## src/assert_macros.svh

```systemverilog
// Assertion macros for the scoreboard datapath.
// Each macro checks a property on the rising edge of clk_i, masked while rst_ni is low.
`ifndef ASSERT_MACROS_SVH
`define ASSERT_MACROS_SVH

// Check a property on every clock edge outside reset.
`define GDS_ASSERT(label, prop, msg) \
  label: assert property (@(posedge clk_i) disable iff (!rst_ni) (prop)) else $error(msg);

// Check that a trigger implies a condition on the same edge.
`define GDS_ASSERT_IMP(label, trig, cond, msg) \
  label: assert property (@(posedge clk_i) disable iff (!rst_ni) (trig) |-> (cond)) \
    else $error(msg);

`endif

```

## src/gds_pkg.sv

```systemverilog
// Package for the generation dependency scoreboard.
// Holds sizes, codes, the controller state type and the command and status structs.
`timescale 1ns / 1ps
`default_nettype none

package gds_pkg;

  localparam int MaxNodes     = 1024;
  localparam int MaxRelations = 4096;
  localparam int NodeW        = $clog2(MaxNodes);
  localparam int RelW         = $clog2(MaxRelations);
  localparam int NcntW        = 11;
  localparam int RcntW        = 13;
  localparam int DataW        = 13;
  localparam int GenW         = 32;
  localparam int EpochW       = 32;
  localparam int UnmetW       = 11;
  localparam int OffDepth     = MaxNodes + 1;
  localparam int OffAddrW     = $clog2(OffDepth);

  localparam logic [DataW-1:0] FailCode = '1;

  typedef enum logic [2:0] {
    OP_EXEC       = 3'd0,
    OP_RESET_RUN  = 3'd1,
    OP_ABORT      = 3'd2,
    OP_WR_OFFSET  = 3'd3,
    OP_WR_LAUNCH  = 3'd4,
    OP_PREP_CLEAR = 3'd5
  } op_e;

  typedef enum logic {
    REG_NODE_COUNT     = 1'b0,
    REG_RELATION_COUNT = 1'b1
  } reg_e;

  typedef enum logic [3:0] {
    S_BOOT,
    S_IDLE,
    S_DEC,
    S_CLEAR,
    S_OFF1,
    S_OFF2,
    S_EVAL,
    S_LL,
    S_GRD,
    S_GUPD,
    S_MCHK,
    S_MUPD,
    S_DONE
  } state_e;

  typedef struct packed {
    logic accept;
    logic clr_start;
    logic clr_step;
    logic op_apply;
    logic rd_start;
    logic rd_end;
    logic cap_end;
    logic free_wr;
    logic ll_rd;
    logic gen_rd_id;
    logic req_wr;
    logic unmet_inc;
    logic unmet_dec;
    logic i_inc;
    logic gen_rd_n;
    logic sub_wr;
    logic fail;
    logic st_abort;
    logic load_result;
  } dp_cmd_t;

  typedef struct packed {
    op_e  op;
    logic empty;
    logic aborted;
    logic free_max;
    logic walk_last;
    logic skip;
    logic need_count;
    logic unmet_full;
    logic member_ok;
    logic sub_max;
    logic uncount;
    logic unmet_zero;
    logic clr_last;
    logic out_busy;
  } dp_status_t;

endpackage

`default_nettype wire

```

## src/gds_ctrl.sv

```systemverilog
// Controller state machine of the scoreboard.
// Uses gds_pkg for the state type and the command and status structs.
`timescale 1ns / 1ps
`default_nettype none

module gds_ctrl (
  input  wire                  clk_i,
  input  wire                  rst_ni,
  input  wire                  in_valid_i,
  output logic                 in_ready_o,
  input  gds_pkg::dp_status_t  status_i,
  output gds_pkg::dp_cmd_t     cmd_o
);

  gds_pkg::state_e state_q, state_d;

  always_ff @(posedge clk_i or negedge rst_ni) begin
    if (!rst_ni) begin
      state_q <= gds_pkg::S_BOOT;
    end else begin
      state_q <= state_d;
    end
  end

  always_comb begin
    state_d = state_q;
    unique case (state_q)
      gds_pkg::S_BOOT: begin
        if (status_i.clr_last) state_d = gds_pkg::S_IDLE;
      end
      gds_pkg::S_IDLE: begin
        if (in_valid_i) state_d = gds_pkg::S_DEC;
      end
      gds_pkg::S_DEC: begin
        case (status_i.op)
          gds_pkg::OP_EXEC: state_d = gds_pkg::S_OFF1;
          gds_pkg::OP_RESET_RUN,
          gds_pkg::OP_PREP_CLEAR: state_d = gds_pkg::S_CLEAR;
          default: state_d = gds_pkg::S_DONE;
        endcase
      end
      gds_pkg::S_CLEAR: begin
        if (status_i.clr_last) state_d = gds_pkg::S_DONE;
      end
      gds_pkg::S_OFF1: state_d = gds_pkg::S_OFF2;
      gds_pkg::S_OFF2: state_d = gds_pkg::S_EVAL;
      gds_pkg::S_EVAL: begin
        if (status_i.empty) state_d = gds_pkg::S_MCHK;
        else if (status_i.aborted || status_i.free_max) state_d = gds_pkg::S_DONE;
        else state_d = gds_pkg::S_LL;
      end
      gds_pkg::S_LL: state_d = gds_pkg::S_GRD;
      gds_pkg::S_GRD: state_d = gds_pkg::S_GUPD;
      gds_pkg::S_GUPD: begin
        if (!status_i.skip && status_i.need_count && status_i.unmet_full) begin
          state_d = gds_pkg::S_DONE;
        end else if (status_i.walk_last) begin
          state_d = gds_pkg::S_MCHK;
        end else begin
          state_d = gds_pkg::S_LL;
        end
      end
      gds_pkg::S_MCHK: begin
        if (!status_i.member_ok || status_i.aborted) state_d = gds_pkg::S_DONE;
        else state_d = gds_pkg::S_MUPD;
      end
      gds_pkg::S_MUPD: state_d = gds_pkg::S_DONE;
      gds_pkg::S_DONE: begin
        if (!status_i.out_busy) state_d = gds_pkg::S_IDLE;
      end
      default: state_d = gds_pkg::S_IDLE;
    endcase
  end

  always_comb begin
    cmd_o      = '0;
    in_ready_o = 1'b0;
    unique case (state_q)
      gds_pkg::S_BOOT: cmd_o.clr_step = 1'b1;
      gds_pkg::S_IDLE: begin
        in_ready_o   = 1'b1;
        cmd_o.accept = in_valid_i;
      end
      gds_pkg::S_DEC: begin
        case (status_i.op)
          gds_pkg::OP_EXEC: cmd_o.rd_start = 1'b1;
          gds_pkg::OP_RESET_RUN,
          gds_pkg::OP_PREP_CLEAR: cmd_o.clr_start = 1'b1;
          default: cmd_o.op_apply = 1'b1;
        endcase
      end
      gds_pkg::S_CLEAR: begin
        cmd_o.clr_step = 1'b1;
        cmd_o.op_apply = status_i.clr_last;
      end
      gds_pkg::S_OFF1: cmd_o.rd_end = 1'b1;
      gds_pkg::S_OFF2: cmd_o.cap_end = 1'b1;
      gds_pkg::S_EVAL: begin
        if (!status_i.empty) begin
          if (status_i.aborted) cmd_o.st_abort = 1'b1;
          else if (status_i.free_max) cmd_o.fail = 1'b1;
          else cmd_o.free_wr = 1'b1;
        end
      end
      gds_pkg::S_LL: cmd_o.ll_rd = 1'b1;
      gds_pkg::S_GRD: cmd_o.gen_rd_id = 1'b1;
      gds_pkg::S_GUPD: begin
        if (!status_i.skip) begin
          cmd_o.req_wr = 1'b1;
          if (status_i.need_count) begin
            if (status_i.unmet_full) cmd_o.fail = 1'b1;
            else cmd_o.unmet_inc = 1'b1;
          end
        end
        cmd_o.i_inc = 1'b1;
      end
      gds_pkg::S_MCHK: begin
        if (status_i.member_ok) begin
          if (status_i.aborted) cmd_o.st_abort = 1'b1;
          else cmd_o.gen_rd_n = 1'b1;
        end
      end
      gds_pkg::S_MUPD: begin
        if (status_i.sub_max) begin
          cmd_o.fail = 1'b1;
        end else begin
          cmd_o.sub_wr = 1'b1;
          if (status_i.uncount) begin
            if (status_i.unmet_zero) cmd_o.fail = 1'b1;
            else cmd_o.unmet_dec = 1'b1;
          end
        end
      end
      gds_pkg::S_DONE: cmd_o.load_result = !status_i.out_busy;
      default: cmd_o = '0;
    endcase
  end

endmodule

`default_nettype wire

```

## config.mk

```make
export PLATFORM = sky130hd
export DESIGN_NAME = gds_ctrl
export DESIGN_NICKNAME = d
export VERILOG_FILES = /design/src/assert_macros.svh /design/src/gds_pkg.sv /design/src/gds_ctrl.sv
export SDC_FILE = /design/constraint.sdc
export NUM_CORES = 1
export LEC_CHECK = 0
export BUFFER_PORTS_ARGS = -buffer_cell sky130_fd_sc_hd__buf_2
export CAP_MARGIN = 0
export CORE_MARGIN = 2
export CORE_UTILIZATION = 41
export CTS_BUF_LIST = sky130_fd_sc_hd__clkbuf_4 sky130_fd_sc_hd__clkbuf_8 sky130_fd_sc_hd__clkbuf_16
export CTS_CLUSTER_SIZE = 30
export DETAILED_ROUTE_END_ITERATION = 10
export PLACE_DENSITY = 0.78
export SKIP_LAST_GASP = 1
export SYNTH_ARGS = -nofsm -noshare
export SYNTH_HDL_FRONTEND = slang
export SYNTH_SLANG_ARGS = --single-unit
```

## constraint.sdc

```tcl
create_clock -name clk_i -period 2.1 [get_ports clk_i]
set_clock_uncertainty 0.15 [all_clocks]
set_input_delay 0.63 -clock clk_i [delete_from_list [all_inputs] [get_ports clk_i]]
set_output_delay 0.63 -clock clk_i [all_outputs]
set_load 0.02 [all_outputs]
```

* Yosys cells after proc, flatten, opt, wreduce, memory -nomap -nowiden
Index checks and enable logic that the tools add are counted.
** Storage, ports and cells
- Flip-flop bits (word level) :: 4
- Word-level logic and storage cells :: 88
- Output and inout bits :: 20
** Operators by class
- Reduce and logical (&&, ||, !) cells :: 13
- Muxes and demuxes :: 56
- Equality and inequality tests :: 18
** Operators by type and width (count)
- 4-bit case mux with 13 select lines :: 1
- 1-bit 2-to-1 mux :: 39
- 4-bit 2-to-1 mux :: 8
- 4-bit == test, second input constant :: 5
- 4-bit by 3-bit == test with 1-bit output, second input constant :: 4
- 4-bit by 2-bit == test with 1-bit output, second input constant :: 2
- 2-bit inequality test, second input constant :: 4
- 4-bit case mux with 2 select lines :: 1
- 2-bit 2-to-1 mux :: 3
- 4-bit by 1-bit == test with 1-bit output, second input constant :: 1
- 4-bit logical NOT :: 1
- 1-bit case mux with 2 select lines :: 2
- 4-bit AND reduction :: 1
- 2-bit OR reduction :: 2
- 3-bit by 1-bit == test with 1-bit output, second input constant :: 1
- 3-bit == test, second input constant :: 1
- 1-bit logical NOT :: 3
- 3-bit logical NOT :: 1
- 3-bit 2-to-1 mux :: 1
- 1-bit case mux with 3 select lines :: 1
- 3-bit OR reduction :: 1
- 1-bit logical AND :: 2
- 1-bit logical OR :: 2

* Logic depth before layout (Yosys ltp)
- Word-level depth :: 5
- Mapped depth :: 6
- Mapped depth without buffers :: 5

* Worst setup path before layout
Ideal clock, no wire load.
- Kind :: register to output
- Start :: register state_q[3]
- End :: output cmd_o[7] (netlist bit)
- Stages on the path, launching flop included :: 5
- Arrival time :: 1.592 ns
- Setup slack :: -0.272 ns
- Path buffers :: 1
- Cell sequence :: dfrtp_1 -> buf_2 -> and2b_1 -> nand2_1 -> nor4b_1
** RTL lines
- start, declared :: RTL line gds_ctrl.sv:15 : gds_pkg::state_e state_q, state_d;
- start signal, assigned :: RTL line gds_ctrl.sv:19 : state_q <= gds_pkg::S_BOOT;
- start signal, assigned :: RTL line gds_ctrl.sv:21 : state_q <= state_d;
- end, declared :: RTL line gds_ctrl.sv:12 : output gds_pkg::dp_cmd_t cmd_o

==> results.txt <==
- Run status: complete, but fails checks
- Failing checks: setup timing
* Total Neg Setup Slack: -0.9101 ns
- For the pin with the worst max-slew slack, the measured transition is 0.3039 ns.
- Largest fanout on the critical path: 2
- Synthesis produced 94 cells.
- Share of layout cells above drive strength 1: 0.6369
* Number of sinks on the clock net: 4
* Final weighted congestion in routability-driven placement: 0.9270
- Worst R2R Start: state_q[0]$_DFFE_PN0P_
- Net total in the final layout: 178
- Across the run, the number of max-cap violations was 0.
- Worst reg-to-reg path cell count: 4
- After detailed routing, the average wire length per cell comes to 18.87 um.
- Pin placement for this block handled 39 I/O pins.
- Setup violations remaining at the end of the flow were counted as 14.
* Mean post-synth cell area: 6.562 sq um
- Setup repair after global routing could not meet its margin everywhere.
- Dividing total power by cell area gives a power density of 1296 mW/mm^2.
* Per-cell via count in the routed design: 6.308
- Data required time of the critical path: 1.32 ns
* Slack of the worst reg-to-reg path: 0.19 ns
* Largest registers: state_q: 4 flops
* Via count: 1,085
- Area share of the largest cell type after synthesis: 0.1623
- Final critical-path share of the clock period: 1.092
* Pin count of the biggest net entering global routing: 10
- Number of different library cells in the post-synthesis netlist: 36
- Cell taking the most area after synthesis: sky130_fd_sc_hd__dfrtp_1
* Setup crit start kind: input port
- Across every metal layer, demand over resource in global routing totals 0.3194.
- The first global-routing pass estimated 4436 um of wire.
* Worst Setup Path Type: input port to output port
- Count of synthesis-stage warnings from yosys: 0
* Switching part of the total power: 0.4883
- Endpoint of the worst register-to-register path: state_q[3]$_DFFE_PN0P_
* TritonCTS clock tree: yes
- By area the synthesized netlist is led by sky130_fd_sc_hd__dfrtp_1 (16%), sky130_fd_sc_hd__nand2b_1 (8.1%), sky130_fd_sc_hd__a21oi_1 (7.3%).
* TritonCTS Buffers: 3
- HPWL reported at the end of detailed placement: 1654 um
- After synthesis the netlist holds a flip-flop and latch count of 4.
- The library cell used most frequently in the layout, excluding fill and tap cells, is sky130_fd_sc_hd__buf_4.
- Leaving out fill and tap cells, the most frequent cells in the layout are sky130_fd_sc_hd__buf_4 (34), sky130_fd_sc_hd__buf_2 (24), sky130_fd_sc_hd__nor2_1 (9).
* Crit path time final: 2.294 ns
- Top achievable clock speed: 0.4359 GHz
- Maximum number of buffers from clock root to sink: 2
- CTS clock-pin slew for the worst setup and hold paths: 0.04 ns
- Part of the Yosys area used for sequential elements: 0.1623
* Most common flop cell mapped by yosys: sky130_fd_sc_hd__dfrtp_1
* Source-to-sink clock delay at the later pin of the worst-skew pair: 0.24 ns
- Largest voltage drop on the vdd net: 1110 uV
- Netlist area before placement: 616.8 sq um
- In the routed design, unresolved DRC markers number 0.
* Hold-fix buffers at CTS: 0
* Root Buffer Master: sky130_fd_sc_hd__clkbuf_4
* Antenna-violating nets left: 0
- Leakage: 0.5826 nW
- The final count of pins violating max slew is 0.
- For this design the total switching power over the nets is 0.7729 mW.
- In the post-route analysis, the smallest setup slack over all paths is -0.1940 ns.
- The repair_antennas step left the layout with diodes totalling 0.
* Width of the chip: 42.79 um
- The total count of hold-check failures in the final report was 0.
* Drt first pass iters: 4
* Synthesized Nets: 113
- Initial antenna violation count: 0
* Worst-case headroom to the max-slew limit: 0.7960
* Arrival @ worst endpoint: 1.51 ns
- The path class of the tightest hold or removal check is input port to asynchronous set/reset pin.
* Placeable core region: 0.001350 sq mm
* Power share of the sequential group: 0.125
- The area growth from synthesis to layout is 97.97%.
- Prior to clock tree synthesis, the placed netlist has a worst setup slack of -0.05168 ns.
- The floorplan step defined a die boundary enclosing 0.001831 sq mm.
* Number of synthesized flops with an enable pin: 0
* First-iteration detailed-routing DRC count: 48
* Overflow left after global routing: 0
- The share of total power dissipated in the clock network is 0.063.
* Number of flip-flops under the largest register name: 4
* Depth of the CTS H-tree: 1
- The floorplan step set the die height to 42.79 um.
- Async set-or-reset flop fraction in the synthesized netlist: 1.000
- Vias in the first global route: 976
- The count of buffers added on input and output ports is 38.
- Cell internal pwr: 0.8099 mW
- Combinational share of power: 0.812
- STA classifies the critical path endpoint as an output port.
- Starting density of the core: 0.4569
- Register with the most flip-flops: state_q
* Standard-cell rows: 13
* Layout filler cell count: 62
- Detailed Route WL: 3245 um
## cells by family after synthesis
family / synth area share
buffers and inverters: 0.05681
AOI/OAI and AO/OA: 0.2799
and+or+nand+nor: 0.4686
DFF: 0.1623
muxes: 0.03246
## layout make-up
class                           count  area [sq um]  area share
Timing Repair Buffer               66         465.4      0.3811
Multi-Input combinational cell     82         601.8      0.4928
Tap cell                           15         18.77     0.01537
Sequential cell                     4         105.1     0.08607
Inverter                            2         7.507    0.006148
Clock buffer                        3         22.52     0.01844
## repair_timing
item                                    in CTS  in global routing
endpoints found under the setup margin      16                 17
pin swaps                                    6                  4
resized for setup                           29                 20
setup buffers                               12                  0
## layer usage
layer	vias up	wire, um	track usage
li1	469	-	-
met1	490	1106	0.3553
met2	93	1631	0.5667
met3	33	302	0.06809
met4	0	205	0.1500
met5	-	0	0
## how the worst max path moves through the flow
stage	cells after the start	end	slack, ns	start
final	6	cmd_o[2]	-0.19	status_i[8]
after global routing	6	cmd_o[2]	-0.24	status_i[8]
after global placement	6	cmd_o[2]	-0.03	status_i[8]
after floorplan	4	cmd_o[7]	-0.004	state_q[3]$_DFFE_PN0P_
after detailed placement	6	cmd_o[2]	-0.05	status_i[8]
after CTS	4	cmd_o[7]	-0.07	state_q[2]$_DFFE_PN0P_
## cells in the mapped netlist, drive strengths merged, types with 2 or more instances
| cell type | n |
|---|---|
| dfrtp | 4 |
| buf | 4 |
| clkbuf | 2 |
| nor2b | 5 |
| nand3b | 2 |
| nor4 | 2 |
| nand2b | 8 |
| nor2 | 12 |
| inv | 2 |
| a21oi | 9 |
| nor3 | 6 |
| nand2 | 9 |
| nand3 | 2 |
| mux2i | 2 |
| o21ai | 6 |
## power groups by stage
stage	Clock (mW)	Combinational [mW]	Sequential, mW
after floorplan	0	0.587	0.150
final	0.0991	1.29	0.198
after CTS	0.0989	1.13	0.172
after global placement	0	0.867	0.175
after global routing	0.102	1.35	0.203
after detailed placement	0	0.888	0.176
## worst max-delay path: stages
cell                       delay (ns)
sky130_fd_sc_hd__buf_2           0.11
sky130_fd_sc_hd__nand3b_1        0.18
sky130_fd_sc_hd__mux2i_1         0.20
sky130_fd_sc_hd__nand3_1         0.13
sky130_fd_sc_hd__o21ai_1         0.10
sky130_fd_sc_hd__buf_4           0.16
## per-stage QoR
stage	total power, mW	instance area (sq um)	utilization	hold slack, ns	std cells
finish	1.583	1221	0.9045	0.03202	172
global route	1.657	1221	0.9045	0.03955	172
CTS	1.397	1159	0.8582	0.03477	172
detailed placement	1.064	947.2	0.7016	0.2857	157
global placement	1.043	947.2	0.7016	0.2839	157
floorplan	0.7367	645.6	-	0.1844	94
Note: power is estimated with default switching activity, not from simulation.
